File: src/design/ldt_pkg.sv
`default_nettype none
// ----------------------------------------------------------------------------
// ldt_pkg: shared types and constants of the lexer transition engine
// Holds the channel payload structs, the decoded operation passed from the
// front end to the back end, and the class, kind and error codes.
// ----------------------------------------------------------------------------
package ldt_pkg;

  // Table geometry.
  localparam int MAX_STATES   = 64;
  localparam int STATE_W      = 6;
  localparam int CHAR_W       = 8;
  localparam int CHAR_ADDR_W  = STATE_W + CHAR_W;
  localparam int CHAR_DEPTH   = MAX_STATES * (2 ** CHAR_W);
  localparam int NUM_CLASSES  = 9;
  localparam int CLS_W        = 4;
  localparam int ENTRY_W      = STATE_W + 1;
  localparam int KIND_W       = 2;
  localparam int COUNT_W      = 7;

  // Decoupling queue.
  localparam int QUEUE_DEPTH  = 4;
  localparam int QPTR_W       = 2;
  localparam int QCNT_W       = 3;

  // Register reset value.
  localparam logic [COUNT_W-1:0] STATE_COUNT_RST = 7'd64;

  // Request kinds on the input channel.
  localparam logic [1:0] KIND_CHAR_WR  = 2'd0;
  localparam logic [1:0] KIND_CLASS_WR = 2'd1;
  localparam logic [1:0] KIND_STATE_WR = 2'd2;
  localparam logic [1:0] KIND_STEP     = 2'd3;

  // State kinds; the spare code behaves as a normal state.
  localparam logic [KIND_W-1:0] STATE_NORMAL  = 2'd0;
  localparam logic [KIND_W-1:0] STATE_INITIAL = 2'd1;
  localparam logic [KIND_W-1:0] STATE_FINAL   = 2'd2;
  localparam logic [KIND_W-1:0] STATE_SPARE   = 2'd3;

  // Character classes.
  localparam logic [CLS_W-1:0] CLS_LOWER    = 4'd0;
  localparam logic [CLS_W-1:0] CLS_UPPER    = 4'd1;
  localparam logic [CLS_W-1:0] CLS_POSITIVE = 4'd2;
  localparam logic [CLS_W-1:0] CLS_EOF      = 4'd3;
  localparam logic [CLS_W-1:0] CLS_NEWLINE  = 4'd4;
  localparam logic [CLS_W-1:0] CLS_RETURN   = 4'd5;
  localparam logic [CLS_W-1:0] CLS_SPACE    = 4'd6;
  localparam logic [CLS_W-1:0] CLS_TAB      = 4'd7;
  localparam logic [CLS_W-1:0] CLS_OTHER    = 4'd8;
  localparam logic [CLS_W-1:0] CLS_NONE     = 4'd9;

  // Error codes.
  localparam logic [1:0] ERR_OK       = 2'd0;
  localparam logic [1:0] ERR_RANGE    = 2'd1;
  localparam logic [1:0] ERR_FINAL    = 2'd2;
  localparam logic [1:0] ERR_NO_OTHER = 2'd3;

  // Input request payload.
  typedef struct packed {
    logic [1:0]         kind;
    logic [STATE_W-1:0] state_id;
    logic [CHAR_W-1:0]  char_code;
    logic               is_eof;
    logic [CLS_W-1:0]   class_index;
    logic [STATE_W-1:0] target_state;
    logic               entry_valid;
    logic [KIND_W-1:0]  state_kind;
  } in_item_t;

  // Result payload.
  typedef struct packed {
    logic [STATE_W-1:0] next_state;
    logic [1:0]         error_code;
  } out_item_t;

  // Decoded operation handed to the back end.
  typedef enum logic [1:0] {
    OP_CHAR_WR  = 2'd0,
    OP_CLASS_WR = 2'd1,
    OP_KIND_WR  = 2'd2,
    OP_STEP     = 2'd3
  } op_kind_e;

  typedef struct packed {
    op_kind_e           op;
    logic [STATE_W-1:0] state_id;
    logic [CHAR_W-1:0]  char_code;
    logic [CLS_W-1:0]   cls;
    logic               use_char;
    logic               out_of_range;
    logic [ENTRY_W-1:0] entry;
    logic [KIND_W-1:0]  state_kind;
  } op_t;

endpackage : ldt_pkg
`default_nettype wire

File: src/design/ldt_queue.sv
`default_nettype none
// ----------------------------------------------------------------------------
// ldt_queue: short queue between the front end and the back end
// A four-entry FIFO of decoded operations so that each side stalls alone.
// ----------------------------------------------------------------------------
module ldt_queue (
  input  wire           clk_i,
  input  wire           rst_ni,
  input  wire           push_i,
  input  ldt_pkg::op_t  push_op_i,
  input  wire           pop_i,
  output ldt_pkg::op_t  pop_op_o,
  output logic          full_o,
  output logic          empty_o
);

  ldt_pkg::op_t                entries_q [ldt_pkg::QUEUE_DEPTH];
  logic [ldt_pkg::QPTR_W-1:0]  wr_ptr_q, wr_ptr_d;
  logic [ldt_pkg::QPTR_W-1:0]  rd_ptr_q, rd_ptr_d;
  logic [ldt_pkg::QCNT_W-1:0]  count_q, count_d;
  logic                        do_push, do_pop;

  assign full_o   = count_q == ldt_pkg::QCNT_W'(ldt_pkg::QUEUE_DEPTH);
  assign empty_o  = count_q == '0;
  assign do_push  = push_i && !full_o;
  assign do_pop   = pop_i && !empty_o;
  assign pop_op_o = entries_q[rd_ptr_q];

  // Pointer and fill count update.
  always_comb begin
    wr_ptr_d = do_push ? wr_ptr_q + 1'b1 : wr_ptr_q;
    rd_ptr_d = do_pop ? rd_ptr_q + 1'b1 : rd_ptr_q;
    count_d  = count_q;
    if (do_push && !do_pop) begin
      count_d = count_q + 1'b1;
    end else if (do_pop && !do_push) begin
      count_d = count_q - 1'b1;
    end
  end

  always_ff @(posedge clk_i or negedge rst_ni) begin
    if (!rst_ni) begin
      wr_ptr_q <= '0;
      rd_ptr_q <= '0;
      count_q  <= '0;
    end else begin
      wr_ptr_q <= wr_ptr_d;
      rd_ptr_q <= rd_ptr_d;
      count_q  <= count_d;
    end
  end

  // Entry storage.
  always_ff @(posedge clk_i) begin
    if (do_push) begin
      entries_q[wr_ptr_q] <= push_op_i;
    end
  end

endmodule : ldt_queue
`default_nettype wire

File: config.mk
export PLATFORM = sky130hd
export DESIGN_NAME = ldt_queue
export DESIGN_NICKNAME = d
export VERILOG_FILES = /design/src/design/ldt_pkg.sv /design/src/design/ldt_queue.sv
export SDC_FILE = /design/constraint.sdc
export NUM_CORES = 1
export LEC_CHECK = 0
export BUFFER_PORTS_ARGS = -buffer_cell sky130_fd_sc_hd__buf_2
export CORE_MARGIN = 5
export CORE_UTILIZATION = 61
export DETAILED_ROUTE_END_ITERATION = 10
export HOLD_SLACK_MARGIN = 0.05
export PLACE_DENSITY_LB_ADDON = 0.25
export SETUP_SLACK_MARGIN = 0.15
export SLEW_MARGIN = 25
export SYNTH_ARGS = -nofsm -noshare
export SYNTH_HDL_FRONTEND = slang
export SYNTH_SLANG_ARGS = --single-unit
File: constraint.sdc
create_clock -name clk_i -period 3 [get_ports clk_i]
set_input_delay 0.3 -clock clk_i [delete_from_list [all_inputs] [get_ports clk_i]]
set_output_delay 0.3 -clock clk_i [all_outputs]
set_load 0.02 [all_outputs]
# After elaboration in Yosys (flattened, before gate mapping)
# Memories as Yosys holds them, arrays and structs flattened.
# Cells that the tools add are included.
[op_classes]
bitwise = 0
addsub = 4
reduce_logical = 10
div = 0
magnitude_cmp = 0
n_mux = 4
eq_ne = 1
n_mul = 0
n_shift = 0
[op_table]
columns = ["operator", "n"]
rows = [
  ["$mux W3", 2],
  ["$add A2 B1 Y2 const B", 2],
  ["$logic_and A1 B1 Y1", 4],
  ["$logic_not A1 Y1", 4],
  ["$add A3 B1 Y3 const B", 1],
  ["$eq A3 B3 Y1 const B", 1],
  ["$logic_not A3 Y1", 1],
  ["$sub A3 B1 Y3 const B", 1],
  ["$mux W1", 2],
  ["$reduce_bool A2 Y1", 1],
]
[word_totals]
ramBits = 124
mem_bits_ro = 0
ff_bits = 7
output_inout_bits = 33
inputBits = 35
elab_cells = 23
memories = 1
latch_bits = 0
[memory_table]
columns = ["memory", "depth", "word_bits", "rd", "rd_clocked_by_memory_dff", "write_ports", "line_no", "source"]
rows = [
  ["entries_q", 4, 31, 1, 0, 1, "ldt_queue.sv:17", "ldt_pkg::op_t entries_q [ldt_pkg::QUEUE_DEPTH];"],
]

# Depth between registers and ports, before layout
[depth]
ltp_word = 7
depth_mapped = 9
depth_no_buf = 8

# Least setup slack after synthesis
# No wires, ideal clock.
[synth_path]
path_type = "flip-flop to flip-flop"
from = "reg count_q[0] (netlist name)"
to = "reg count_q[1] (netlist name)"
required_ps = 2875
setup_time_ps = 125
path_stages_with_launch = 8
n_path_buf = 1
setup_slack_ps = 905
period_less_slack_ps = 2095
arrival_ps = 1970
cell_sequence = "dfrtp_1 nor3b_2 nor2b_1 buf_6 ha_1 inv_1 fa_1 mux2_2"
[synth_via]
elab_cells_between_ends = 15
classes_between = "add/sub (2); eq/ne (1); mux (2); reduce/logical (10)"
[synth_lines]
columns = ["item", "line_no", "source"]
rows = [
  ["from (decl)", "ldt_queue.sv:20", "logic [ldt_pkg::QCNT_W-1:0] count_q, count_d;"],
  ["from (signal assigned)", "ldt_queue.sv:49", "count_q <= count_d;"],
  ["$eq A3 B3 Y1", "ldt_queue.sv:23", "assign full_o = count_q == ldt_pkg::QCNT_W'(ldt_pkg::QUEUE_DEPTH);"],
  ["via full_o", "ldt_queue.sv:13", "output logic full_o,"],
  ["$logic_not A1 Y1", "ldt_queue.sv:25", "assign do_push = push_i && !full_o;"],
  ["$logic_and A1 B1 Y1", "ldt_queue.sv:25", ""],
  ["via do_push", "ldt_queue.sv:21", "logic do_push, do_pop;"],
  ["$logic_and A1 B1 Y1", "ldt_queue.sv:34", "if (do_push && !do_pop) begin"],
  ["$mux W3", "ldt_queue.sv:34", ""],
  ["via count_d (one bit)", "ldt_queue.sv:20", ""],
]
# The timed path passes the listed nets, and every way through them passes these cells. The select of a mux whose other input is x is not followed.
# A chain may end at the register's enable or synchronous reset.

==> flow_summary.ini <==
[cts]
postCtsSetupRepairBufs = 0
h-tree-depth = 4
cts.repair.resized = 0
cts_inserted_buffers = 17
cts.sinks = 131
clock_latency_ns = 0.51
cts-root-buf = clkbuf_8
clockBufferDepth = 2
cts_tree = built
clk_pin_slew_ns = 0.06

[timing]
final_max_slew_viol_count = 0
finalHoldWorstSlack_ns = 0.102
worstMarginPinSlew_ns = 0.477
rsz0062_at_grt = false
max-slew-margin-rel_pct = 68.1
period_share_pct = 83.9
max_freq_mhz = 398
setup_tns_ns = 0
finalWorstPathRequiredPeriod_ns = 2.52
hold_viol = 0
finClkSkew_ns = 0.0129
final-setup-viol-count = 0

[logic_synthesis]
netlist.top_cell.by_area = edfxtp_1
syn_area_um2 = 4940
synthTopCellsByArea = edfxtp_1 75%, mux4_2 13%, dfrtp_1 3.5%
synth_ff_type = edfxtp_1
yosysWarnings = 0
synthArstFlopShare_pct = 5.34
synthesis.nets = 239
synth_edf_count = 124
ys_seq_elements = 131
synth_cell_types = 21
synthCells = 198
synth_area_per_cell_um2 = 25.0
synth_top_area_share_pct = 75.3
ys_seq_area_share_pct = 78.8

[setup_path]
required_ns = 2.70
worst-setup-path-type = flop to output pin
crit_path_start_kind = flop
crit_buf_inv = 2
cp_slowest_cell = dfrtp_2
cp.arrival_ns = 2.22
worstPathMaxFanout = 14
path_cells = buf_4 -> mux4_2 -> buf_2
crit_path_max_incr_delay_ns = 0.65
cp_top_family = flip-flops
crit_path_end_kind = output pin

[power_and_ir_drop]
p_clk_share_pct = 29.3
power.internal_w = 0.00438
ir_worst_vdd_uv = 897
switching_share_pct = 31.5
p_leak_nw = 2.25
power_density_nw_per_um2 = 1020
seqPwrFrac_pct = 40.9
p_sw_w = 0.00201
combPwrFrac_pct = 29.8

[placement]
dp_hpwl_um = 4980
place.gp.congestion = 0.773
dp.cells = 366
io_buffers = 67

[worst_hold_path]
hold_path_class = input pin to flop

[finish]
layout.nets = 356
syn2layout_area_growth_pct = 26.4
layout.cells.most_common = edfxtp_1
final_cells = 430
layout_common_cells = 124 x edfxtp_1, 67 x buf_2, 32 x dlygate4sd3_1, 28 x mux4_2, 16 x clkbuf_16
antenna_cells = 0
drive_above_1_share_pct = 42.7

[floorplanning]
core-area_um2 = 7810
die_w_um = 100
die_h_um = 100
ios = 68
initial_core_util_pct = 63.3
dieArea_um2 = 10000
placement_rows = 32

[routing]
drtIter0Drc = 161
drt_first_pass_iters = 4
drc = 0
wl_per_cell_um = 20.7
vias_per_cell = 5.52
postRouteAntennaNets = 0
vias = 2374
drt-total-wl_um = 8900

[run_status]
status = complete, no violations

[grt]
grt_pass1_vias = 2582
grt_antenna_before_repair = 0
grt_start_max_net_pins = 32
globalRouteOverflowTotal = 0
grt_util_all_layers_pct = 19.7
grt_pass1_wl_um = 14200

[job]
cap_violations = 0
==> per-layer routing <==
layer  vias up  global-route usage (%)  wire [um]
li1       1062                       -          -
met1      1211                    24.6       3600
met2        90                    32.5       4640
met3        11                    5.91        550
met5         -                       0          0
met4         0                    7.98        119
==> worst paths after layout <==
check,start,endpoint,slack [ns],cells after the start
setup / recovery,rd_ptr_q[0],pop_op_o[18],0.48,3
hold / removal,pop_i,rd_ptr_q[1],0.10,3
setup reg to reg,count_q[0],count_q[2],0.76,8
hold reg to reg,count_q[2],count_q[2],0.50,1
max in group asynchronous,rst_ni,rd_ptr_q[0],2.67,2
min in group asynchronous,rst_ni,wr_ptr_q[0],0.15,2
==> synth_stat cells (2+ instances only) <==
| cell type | n |
|---|---|
| edfxtp_1 | 124 |
| buf_12 | 3 |
| mux4_2 | 28 |
| buf_2 | 3 |
| and2_1 | 4 |
| buf_6 | 2 |
| ha_1 | 5 |
| xnor2_1 | 4 |
| mux4_1 | 3 |
| xor2_1 | 2 |
| dfrtp_1 | 7 |
| inv_1 | 4 |
==> layout make-up <==
type	instances	area, um^2
timing repair buffer	106	721
clock inverter	14	130
fill	366	1560
tap	102	128
multi-input combinational	55	938
clock buffer	18	418
inverter	4	15.0
sequential	131	3900
==> registers in the layout, summed over array words and instances (netlist names) <==
name / cells
rd_ptr_q: 2
count_q: 3
wr_ptr_q: 2
entries_q: 124
==> power groups by stage <==
stage               Sequential (W)  Clock (W)  Combinational [W]
floorplan                  0.00255          0            0.00147
global placement           0.00262          0            0.00187
detailed placement         0.00264          0            0.00189
CTS                        0.00262    0.00190            0.00193
global route               0.00265    0.00199            0.00203
finish                     0.00261    0.00187            0.00190
==> kinds of logic after synthesis <==
kind of cell,synth area share [%]
XOR/XNOR,1.06
flip-flops,78.8
buffers and inverters,2.28
multiplexers,14.9
AND/OR/NAND/NOR,1.26
adder cells (fa/ha/maj),1.67
==> worst min-delay path: cells and delay by family <==
kind / cells / cell delay, ns
xor+xnor: 1 / 0.07
simple gates: 1 / 0.09
buf+inv: 1 / 0.11
==> per-stage QoR <==
step	setup WS [ns]	util, %	total power, W	cell area (um^2)
floorplan	0.905	-	0.00402	4940
global placement	0.927	68.9	0.00449	5380
detailed placement	0.837	68.9	0.00453	5380
CTS	0.401	80.0	0.00645	6250
global route	0.383	80.0	0.00668	6250
finish	0.484	80.0	0.00639	6250
==> repair_timing <==
item	4_1_cts	5_1_grt
hold buffers	32	0
endpoints found under the setup margin	0	0
hold endpoints to repair	131	0
No activity file was read; power rests on OpenSTA's default activity.
