`src/design/ldt_pkg.sv`:
```
`default_nettype none
// ----------------------------------------------------------------------------
// ldt_pkg: shared types and constants of the lexer transition engine
// Holds the channel payload structs, the decoded operation passed from the
// front end to the back end, and the class, kind and error codes.
// ----------------------------------------------------------------------------
package ldt_pkg;

  // Table geometry.
  localparam int MAX_STATES   = 64;
  localparam int STATE_W      = 6;
  localparam int CHAR_W       = 8;
  localparam int CHAR_ADDR_W  = STATE_W + CHAR_W;
  localparam int CHAR_DEPTH   = MAX_STATES * (2 ** CHAR_W);
  localparam int NUM_CLASSES  = 9;
  localparam int CLS_W        = 4;
  localparam int ENTRY_W      = STATE_W + 1;
  localparam int KIND_W       = 2;
  localparam int COUNT_W      = 7;

  // Decoupling queue.
  localparam int QUEUE_DEPTH  = 4;
  localparam int QPTR_W       = 2;
  localparam int QCNT_W       = 3;

  // Register reset value.
  localparam logic [COUNT_W-1:0] STATE_COUNT_RST = 7'd64;

  // Request kinds on the input channel.
  localparam logic [1:0] KIND_CHAR_WR  = 2'd0;
  localparam logic [1:0] KIND_CLASS_WR = 2'd1;
  localparam logic [1:0] KIND_STATE_WR = 2'd2;
  localparam logic [1:0] KIND_STEP     = 2'd3;

  // State kinds; the spare code behaves as a normal state.
  localparam logic [KIND_W-1:0] STATE_NORMAL  = 2'd0;
  localparam logic [KIND_W-1:0] STATE_INITIAL = 2'd1;
  localparam logic [KIND_W-1:0] STATE_FINAL   = 2'd2;
  localparam logic [KIND_W-1:0] STATE_SPARE   = 2'd3;

  // Character classes.
  localparam logic [CLS_W-1:0] CLS_LOWER    = 4'd0;
  localparam logic [CLS_W-1:0] CLS_UPPER    = 4'd1;
  localparam logic [CLS_W-1:0] CLS_POSITIVE = 4'd2;
  localparam logic [CLS_W-1:0] CLS_EOF      = 4'd3;
  localparam logic [CLS_W-1:0] CLS_NEWLINE  = 4'd4;
  localparam logic [CLS_W-1:0] CLS_RETURN   = 4'd5;
  localparam logic [CLS_W-1:0] CLS_SPACE    = 4'd6;
  localparam logic [CLS_W-1:0] CLS_TAB      = 4'd7;
  localparam logic [CLS_W-1:0] CLS_OTHER    = 4'd8;
  localparam logic [CLS_W-1:0] CLS_NONE     = 4'd9;

  // Error codes.
  localparam logic [1:0] ERR_OK       = 2'd0;
  localparam logic [1:0] ERR_RANGE    = 2'd1;
  localparam logic [1:0] ERR_FINAL    = 2'd2;
  localparam logic [1:0] ERR_NO_OTHER = 2'd3;

  // Input request payload.
  typedef struct packed {
    logic [1:0]         kind;
    logic [STATE_W-1:0] state_id;
    logic [CHAR_W-1:0]  char_code;
    logic               is_eof;
    logic [CLS_W-1:0]   class_index;
    logic [STATE_W-1:0] target_state;
    logic               entry_valid;
    logic [KIND_W-1:0]  state_kind;
  } in_item_t;

  // Result payload.
  typedef struct packed {
    logic [STATE_W-1:0] next_state;
    logic [1:0]         error_code;
  } out_item_t;

  // Decoded operation handed to the back end.
  typedef enum logic [1:0] {
    OP_CHAR_WR  = 2'd0,
    OP_CLASS_WR = 2'd1,
    OP_KIND_WR  = 2'd2,
    OP_STEP     = 2'd3
  } op_kind_e;

  typedef struct packed {
    op_kind_e           op;
    logic [STATE_W-1:0] state_id;
    logic [CHAR_W-1:0]  char_code;
    logic [CLS_W-1:0]   cls;
    logic               use_char;
    logic               out_of_range;
    logic [ENTRY_W-1:0] entry;
    logic [KIND_W-1:0]  state_kind;
  } op_t;

endpackage : ldt_pkg
`default_nettype wire

```
`src/design/ldt_front.sv`:
```
`default_nettype none
// ----------------------------------------------------------------------------
// ldt_front: request decoder and classifier
// Holds the state count register, classifies the character of a step,
// checks the state range and turns each accepted request into an operation.
// ----------------------------------------------------------------------------
module ldt_front (
  input  wire                                clk_i,
  input  wire                                rst_ni,
  input  wire                                cfg_we_i,
  input  wire  [ldt_pkg::COUNT_W-1:0]        cfg_data_i,
  input  wire                                accept_i,
  input  ldt_pkg::in_item_t                  item_i,
  output logic                               push_o,
  output ldt_pkg::op_t                       op_o
);

  logic [ldt_pkg::COUNT_W-1:0] state_count_q;
  logic [ldt_pkg::CLS_W-1:0]   char_cls;

  // Character class of a byte, none if it belongs to no named class.
  function automatic logic [ldt_pkg::CLS_W-1:0] class_of_char(
    input logic [ldt_pkg::CHAR_W-1:0] c
  );
    logic [ldt_pkg::CLS_W-1:0] r;
    r = ldt_pkg::CLS_NONE;
    if (c >= 8'h61 && c <= 8'h7a) begin
      r = ldt_pkg::CLS_LOWER;
    end else if (c >= 8'h41 && c <= 8'h5a) begin
      r = ldt_pkg::CLS_UPPER;
    end else if (c >= 8'h31 && c <= 8'h39) begin
      r = ldt_pkg::CLS_POSITIVE;
    end else if (c == 8'h0a) begin
      r = ldt_pkg::CLS_NEWLINE;
    end else if (c == 8'h0d) begin
      r = ldt_pkg::CLS_RETURN;
    end else if (c == 8'h20) begin
      r = ldt_pkg::CLS_SPACE;
    end else if (c == 8'h09) begin
      r = ldt_pkg::CLS_TAB;
    end
    return r;
  endfunction

  // State count register.
  always_ff @(posedge clk_i or negedge rst_ni) begin
    if (!rst_ni) begin
      state_count_q <= ldt_pkg::STATE_COUNT_RST;
    end else if (cfg_we_i) begin
      state_count_q <= cfg_data_i;
    end
  end

  assign char_cls = class_of_char(item_i.char_code);

  // Decode the request into an operation for the back end.
  always_comb begin
    op_o.state_id     = item_i.state_id;
    op_o.char_code    = item_i.char_code;
    op_o.entry        = item_i.entry_valid ? {1'b1, item_i.target_state} : '0;
    op_o.state_kind   = item_i.state_kind;
    op_o.use_char     = !item_i.is_eof;
    op_o.out_of_range = {1'b0, item_i.state_id} >= state_count_q;
    op_o.cls          = item_i.class_index;
    op_o.op           = ldt_pkg::OP_STEP;
    push_o            = accept_i;
    unique case (item_i.kind)
      ldt_pkg::KIND_CHAR_WR: begin
        op_o.op = ldt_pkg::OP_CHAR_WR;
      end
      ldt_pkg::KIND_CLASS_WR: begin
        op_o.op = ldt_pkg::OP_CLASS_WR;
        // Writes to a class beyond OTHER are dropped here.
        push_o  = accept_i && (item_i.class_index <= ldt_pkg::CLS_OTHER);
      end
      ldt_pkg::KIND_STATE_WR: begin
        op_o.op = ldt_pkg::OP_KIND_WR;
      end
      ldt_pkg::KIND_STEP: begin
        op_o.op  = ldt_pkg::OP_STEP;
        op_o.cls = item_i.is_eof ? ldt_pkg::CLS_EOF : char_cls;
      end
      default: begin
        op_o.op = ldt_pkg::OP_STEP;
      end
    endcase
  end

endmodule : ldt_front
`default_nettype wire

```
`config.mk`:
```
export PLATFORM = sky130hd
export DESIGN_NAME = ldt_front
export DESIGN_NICKNAME = d
export VERILOG_FILES = /design/src/design/ldt_pkg.sv /design/src/design/ldt_front.sv
export SDC_FILE = /design/constraint.sdc
export NUM_CORES = 1
export LEC_CHECK = 0
export BUFFER_PORTS_ARGS = -buffer_cell sky130_fd_sc_hd__buf_2
export CAP_MARGIN = 20
export CORE_ASPECT_RATIO = 1.5
export CORE_MARGIN = 2
export CORE_UTILIZATION = 37
export CTS_CLUSTER_DIAMETER = 120
export DETAILED_ROUTE_END_ITERATION = 6
export PLACE_DENSITY = 0.79
export REMOVE_ABC_BUFFERS = 1
export SETUP_SLACK_MARGIN = 0.1
export SLEW_MARGIN = 40
export SYNTH_ARGS = -nofsm -noshare
export SYNTH_HDL_FRONTEND = slang
export SYNTH_SLANG_ARGS = --single-unit
```
`constraint.sdc`:
```
create_clock -name clk_i -period 2.65 [get_ports clk_i]
set_clock_uncertainty 0.15 [all_clocks]
set_input_delay 0.53 -clock clk_i [delete_from_list [all_inputs] [get_ports clk_i]]
set_output_delay 0.53 -clock clk_i [all_outputs]
set_load 0.02 [all_outputs]
```
After elaboration in Yosys (flattened, before gate mapping)
Index checks and enable logic that the tools add are counted.
- flip-flop bits (word level): 7
- output and inout port bits: 32
- word-level logic and storage cells: 34
- reductions and logical operators: 6
- $lt $le $gt $ge: 8
- eq/ne operators: 7
- multiplexer cells: 12
- operator list (kind ; count):
    $mux W4 ; 9
    $eq A8 B4 Y1 const B ; 3
    $ge A8 B7 Y1 const B ; 2
    $le A8 B7 Y1 const B ; 2
    $eq A8 B6 Y1 const B ; 1
    $ge A8 B6 Y1 const B ; 1
    $le A8 B6 Y1 const B ; 1
    $pmux W2 S4 ; 1
    $ge A6 B7 Y1 ; 1
    $mux W7 ; 1
    $eq A2 B2 Y1 const B ; 2
    $le A4 B4 Y1 const B ; 1
    $logic_and A1 B1 Y1 ; 4
    $eq A2 B1 Y1 const B ; 1
    $logic_not A2 Y1 ; 1
    $logic_not A1 Y1 ; 1
    $mux W1 ; 1

Longest topological paths before layout
Gate-level depths: netlist (run 1).
- word-level depth: 10
- gate-level depth with buffers: 7

Worst setup path after synthesis (run 1)
OpenSTA, ideal clock, no wires.
- path kind: input -> output
- start: in item_i[15] in the netlist's numbering
- end: out op_o[13] in the netlist's numbering
- required time: 1970 ps
- buffers on the path: 0
- arrival time: 1774 ps
- path slack: 196 ps
- stages on the path: 5
- cell sequence: or2_4 o41ai_2 nor3_1 a311o_1 o31ai_2
- RTL lines (what ; line ; source):
    start, declared ; ldt_front.sv:13 ; input ldt_pkg::in_item_t item_i,
    end, declared ; ldt_front.sv:15 ; output ldt_pkg::op_t op_o

==> results.yml, run 1 <==
outcome:
  outcome: "completed"
routing:
  ant_nets: 0
  dr.pass1.iters: 4
  wl_um: 2520
  routedWlPerCell_um: 13.5
  vias: 973
  route.detailed.drc: 0
  drt_iter0_markers: 27
  vias_per_cell: 5.23
clock_network:
  cts_tree: "built"
  clk_pin_slew_ns: 0.05
  clk_latency_ns: 0.25
  cts_sinks: 7
  cts_buffer_depth: 2
  cts_root_buf: "clkbuf_4"
  cts_max_level: 1
  cts_buffers: 3
worst_setup_path:
  crit_path_max_fanout: 5
  slowest_stage: "a311o_1"
  crit_arrival_ns: 1.96
  critPathLaunchType: "input port"
  worstSetupEndpoint: "op_o[13]"
  path_depth: 7
  critPathCaptureType: "output port"
  crit_family: "compound AO/OA/AOI/OAI gates"
  crit_path_max_incr_delay_ns: 0.36
  reg2reg_from: "state_count_q[0]$_DFFE_PN0P_"
  startpoint: "item_i[15]"
  setup.worst_path.class: "input port to output port"
  rr_worst_depth: 1
  worstPathRequired_ns: 1.97
  crit_buf_inv: 2
  cp_cell_sequence: "buf_6, or2_4, o41ai_4, nor3_2, a311o_1, o31ai_2, buf_4"
  r2r-end: "state_count_q[0]$_DFFE_PN0P_"
  ff2ff_setup_slack_ns: 1.74
cells_and_area:
  top_regs: "state_count_q x7"
  nFillCells: 200
  syn_to_final_growth_pct: 47.7
  layout.nets: 211
  regMostFlops: "state_count_q"
  drive_gt1_share_pct: 55.2
  diodes: 0
  final_cells: 186
  largest_reg_flops: 7
logic_synthesis:
  synthTopCellsByArea: "dfrtp_1 18%, buf_4 15%, ha_1 9.0%"
  synth_flop_cell: "dfrtp_1"
  yosys.area.top_type: "dfrtp_1"
  synth_edf_count: 0
  syn_avg_cell_area_um2: 7.99
  synth_area_um2: 831
  synth-seq-cells: 7
  synth_top_cell_area_share_pct: 18.1
  ys_types: 30
  yosysWarnings: 0
  ys_seq_area_share_pct: 21.2
  ys_top_cells_by_count: "17 x buf_4, 11 x nand2_1, 8 x and2_1, 7 x inv_1, 7 x o21ai_0"
  synthCells: 104
  synth.most_common_cell: "buf_4"
  synthArstFlopShare_pct: 100
power:
  power.density_nw_per_um2: 341
  p_switching_uw: 154
  swShare_pct: 36.7
  comb_power_share_pct: 47.5
  ir_drop_mv: 0.278
  seqPwrFrac_pct: 28.9
  clkPwrFrac_pct: 23.6
  p_int_uw: 265
  power.leakage_nw: 0.646
place:
  placed_cells: 177
  dp_slack_ns: -0.00898
  dp_hpwl_um: 1820
  portBuffers: 68
  place.gp.congestion: 0.878
floorplanning:
  start_util_pct: 38.1
  die-area_um2: 2650
  ioPinCount: 73
  die_x_um: 42.7
  core_area_um2: 2180
  row_count: 21
  fp.dieH_um: 62.0
timing:
  worst_slack_ns: 0.00876
  fmaxAchievable_mhz: 379
  worst_slew_pin_slew_ns: 0.294
  finalCritPeriodShare_pct: 99.7
  finalHoldViolations: 0
  drv_slew: 0
  setup_viol: 0
  rsz0062_at_grt: "yes"
  fin_crit_ns: 2.64
  fin_setup_tns_ns: 0
  slew_headroom_pct: 80.3
grt:
  grt_pass1_wl_um: 3460
  grt_usage_pct: 17.5
  grt_max_degree: 13
  grt_overflow: 0
  grt_pass1_vias: 795
  antenna_found_initial: 0
min_path:
  hold_path.class: "input port to flip-flop"
flow_run:
  drv_cap: 0
-- routing by layer --
layer	wire, um	vias up	track usage [%]
li1	-	465	-
met1	876	434	15.5
met4	39	0	6.25
met2	1390	69	38.3
met3	207	5	2.60
met5	0	-	0
-- per-stage QoR --
step	power (mW)	util, %	hold slack, ns	cell area (um^2)
detailed placement	0.297	49.3	0.227	1080
global placement	0.292	49.3	0.222	1080
CTS	0.411	53.8	0.335	1170
finish	0.419	56.3	0.340	1230
global route	0.446	56.3	0.331	1230
floorplan	0.197	-	0.0844	692
-- tightest hold or removal path: cells and delay by family --
| kind | cells | cell delay [ns] |
|---|---|---|
| buffers and inverters | 1 | 0.08 |
| AND/OR/NAND/NOR | 1 | 0.04 |
| AO/OA/AOI/OAI | 1 | 0.06 |
-- power groups by stage --
stage / clock, mW / combinational [mW] / sequential, mW
6_report: 0.0989 / 0.199 / 0.121
5_1_grt: 0.110 / 0.215 / 0.122
4_1_cts: 0.102 / 0.187 / 0.121
3_5_place_dp: 0 / 0.174 / 0.123
3_3_place_gp: 0 / 0.169 / 0.123
2_1_floorplan: 0 / 0.0745 / 0.122
-- how the worst min path moves through the flow --
stage          slack, ns  cells after the start                            to           from
2_1_floorplan       0.08                      0  state_count_q[0]$_DFFE_PN0P_         rst_ni
3_3_place_gp        0.22                      1  state_count_q[2]$_DFFE_PN0P_         rst_ni
3_5_place_dp        0.23                      1  state_count_q[0]$_DFFE_PN0P_         rst_ni
4_1_cts             0.34                      3  state_count_q[3]$_DFFE_PN0P_  cfg_data_i[3]
5_1_grt             0.33                      3  state_count_q[3]$_DFFE_PN0P_  cfg_data_i[3]
6_report            0.34                      3  state_count_q[5]$_DFFE_PN0P_  cfg_data_i[5]
-- kinds of logic (layout without fill, tap and decap cells) --
group | Yosys count | after routing | synth area share [%]
AOI/OAI and AO/OA | 25 | 25 | 20.9
adders and majority gates | 6 | 6 | 9.04
buffers and inverters | 27 | 86 | 19.9
DFF | 7 | 7 | 21.2
muxes | 3 | 3 | 4.07
and+or+nand+nor | 36 | 36 | 24.8
-- cell usage in the layout, fill, tap and decap left out, types with 2 or more instances in the layout --
cell type and instances:
and2_1 8, o32a_1 2, a21oi_1 6, mux2_2 3
buf_8 2, buf_4 8, buf_6 4, buf_2 60
nor3_1 2, clkbuf_4 3, or3_4 2, nor2_1 3
inv_1 7, ha_1 6, o21ai_0 7, dfrtp_1 6
nand2b_1 4, nand2_1 11
-- cell type report --
type	count	area, um^2	area share, %
Multi-Input combinational cell	70	524	42.7
Timing Repair Buffer	75	445	36.3
Sequential cell	7	176	14.4
Tap cell	23	28.8	2.34
Clock buffer	4	26.3	2.14
Inverter	7	26.3	2.14
-- what timing repair did --
| item | 4_1_cts | 5_1_grt |
|---|---|---|
| gates resized for setup | 12 | 8 |
| setup buffers | 2 | 2 |
| hold buffers | 1 | 0 |
| endpoints found under the setup margin | 3 | 4 |
| pin swaps | 5 | 9 |
| endpoints found under the hold margin | 6 | 0 |
Note: power is estimated with default switching activity, not from simulation.
==> inputs of run 2 (changes only) <==
--- a/config.mk
+++ b/config.mk
@@ -12,6 +12,7 @@
 export CORE_UTILIZATION = 37
 export CTS_CLUSTER_DIAMETER = 120
 export DETAILED_ROUTE_END_ITERATION = 6
+export MAX_ROUTING_LAYER = met4
 export PLACE_DENSITY = 0.79
 export REMOVE_ABC_BUFFERS = 1
 export SETUP_SLACK_MARGIN = 0.1
==> results.yml, run 2 (synthesized netlist as in run 1, its figures left out) <==
outcome:
  outcome: "completed"
power:
  p_switching_uw: 154
  comb_power_share_pct: 47.5
  swShare_pct: 36.7
  power.density_nw_per_um2: 341
  clkPwrFrac_pct: 23.6
  ir_drop_mv: 0.278
  power.leakage_nw: 0.646
  p_int_uw: 265
  seqPwrFrac_pct: 28.9
cells_and_area:
  final_cell_mix: "60 x buf_2, 11 x nand2_1, 8 x and2_1, 8 x buf_4"
  nFillCells: 200
  drive_gt1_share_pct: 55.2
  top_regs: "state_count_q x7"
  syn_to_final_growth_pct: 47.7
  final_cells: 186
  regMostFlops: "state_count_q"
  layout.nets: 211
  largest_reg_flops: 7
  diodes: 0
  layout_commonest_cell: "buf_2"
worst_setup_path:
  critPathCaptureType: "output port"
  critPathLaunchType: "input port"
  setup.worst_path.class: "input port to output port"
  crit_arrival_ns: 1.96
  worstPathRequired_ns: 1.97
  reg2reg_from: "state_count_q[0]$_DFFE_PN0P_"
  startpoint: "item_i[15]"
  slowest_stage: "a311o_1"
  crit_path_max_fanout: 5
  cp_cell_sequence: "buf_6, or2_4, o41ai_4, nor3_2, a311o_1, o31ai_2, buf_4"
  crit_path_max_incr_delay_ns: 0.36
min_path:
  min-delay-start: "cfg_data_i[5]"
  hold_path.class: "input port to flip-flop"
clock_network:
  clk_pin_slew_ns: 0.05
  cts_sinks: 7
  cts_buffer_depth: 2
  cts_root_buf: "clkbuf_4"
  cts_buffers: 3
  cts_max_level: 1
  cts_tree: "built"
  clk_latency_ns: 0.25
routing:
  wl_um: 2520
  route.detailed.drc: 0
  dr.pass1.iters: 4
  drt_iter0_markers: 27
  vias: 977
  vias_per_cell: 5.25
  ant_nets: 0
  routedWlPerCell_um: 13.6
timing:
  fin_crit_ns: 2.64
  worst_slack_ns: 0.00879
  rsz0062_at_grt: "yes"
  finalHoldViolations: 0
  holdWs_ns: 0.340
  worst_slew_pin_slew_ns: 0.294
  finalCritPeriodShare_pct: 99.7
  slew_headroom_pct: 80.3
  fmaxAchievable_mhz: 379
  drv_slew: 0
  setup_viol: 0
  fin_setup_tns_ns: 0
grt:
  grt_max_degree: 13
  grt_overflow: 0
  grt_pass1_wl_um: 3450
  grt_pass1_vias: 796
  grt_usage_pct: 18.0
  antenna_found_initial: 0
place:
  dp_hpwl_um: 1820
  place.gp.congestion: 0.892
  placed_cells: 177
  portBuffers: 68
  dp_slack_ns: -0.00898
flow_run:
  drv_cap: 0
floorplanning:
  fp.dieH_um: 62.0
  die_x_um: 42.7
  row_count: 21
  core_area_um2: 2180
  ioPinCount: 73
  start_util_pct: 38.1
  die-area_um2: 2650
## run 2: cell counts in the layout (fill, tap and decap cells not counted)
Identical to the previous run, type by type.
## run 2: path summary, 6_finish.rpt
kind / end / slack (ns) / depth (start not counted)
setup reg to reg: state_count_q[0]$_DFFE_PN0P_ / 1.74 / 1
hold / removal: state_count_q[5]$_DFFE_PN0P_ / 0.34 / 3
hold reg to reg: state_count_q[0]$_DFFE_PN0P_ / 0.38 / 1
min in group asynchronous: state_count_q[4]$_DFFE_PN0P_ / 0.49 / 2
max in group asynchronous: state_count_q[6]$_DFFE_PN1P_ / 1.63 / 2
setup / recovery: op_o[13] / 0.009 / 7
## run 2: timing repair
action / CTS / global route
buffers inserted: 2 / 2
setup endpoints to repair: 3 / 4
pin swaps: 5 / 9
hold endpoints to repair: 6 / 0
resized for setup: 12 / 8
hold buffers: 1 / 0
## run 2: layout make-up
cell class | count | area, um^2 | share of cell area [%]
Multi-Input combinational cell | 70 | 524 | 42.7
Timing Repair Buffer | 75 | 445 | 36.3
Sequential cell | 7 | 176 | 14.4
Tap cell | 23 | 28.8 | 2.34
Clock buffer | 4 | 26.3 | 2.14
Inverter | 7 | 26.3 | 2.14
## run 2: critical path, delay by kind of cell
family	cells	cell delay (ns)
AO/OA/AOI/OAI	3	0.80
AND/OR/NAND/NOR	2	0.35
buffers and inverters	2	0.26
## run 2: power groups by stage
stage / sequential [mW] / clock (mW) / combinational [mW]
6_report: 0.121 / 0.0989 / 0.199
5_1_grt: 0.122 / 0.110 / 0.215
4_1_cts: 0.121 / 0.102 / 0.187
3_5_place_dp: 0.123 / 0 / 0.174
3_3_place_gp: 0.123 / 0 / 0.169
2_1_floorplan: 0.122 / 0 / 0.0745
## run 2: through the flow
stage	power, mW	instance area (um^2)	util (%)
floorplan	0.197	692	-
global placement	0.292	1080	49.3
detailed placement	0.297	1080	49.3
CTS	0.411	1170	53.8
global route	0.446	1230	56.3
finish	0.419	1230	56.3
## run 2: layer usage
layer | wire (um) | part of all wire [%] | vias up | global-route usage [%]
met5 | 0 | 0 | - | -
met4 | 39 | 1.5 | 0 | 6.25
met3 | 200 | 7.9 | 5 | 2.31
met2 | 1390 | 55 | 67 | 38.5
met1 | 888 | 35 | 440 | 15.5
li1 | - | - | 465 | -
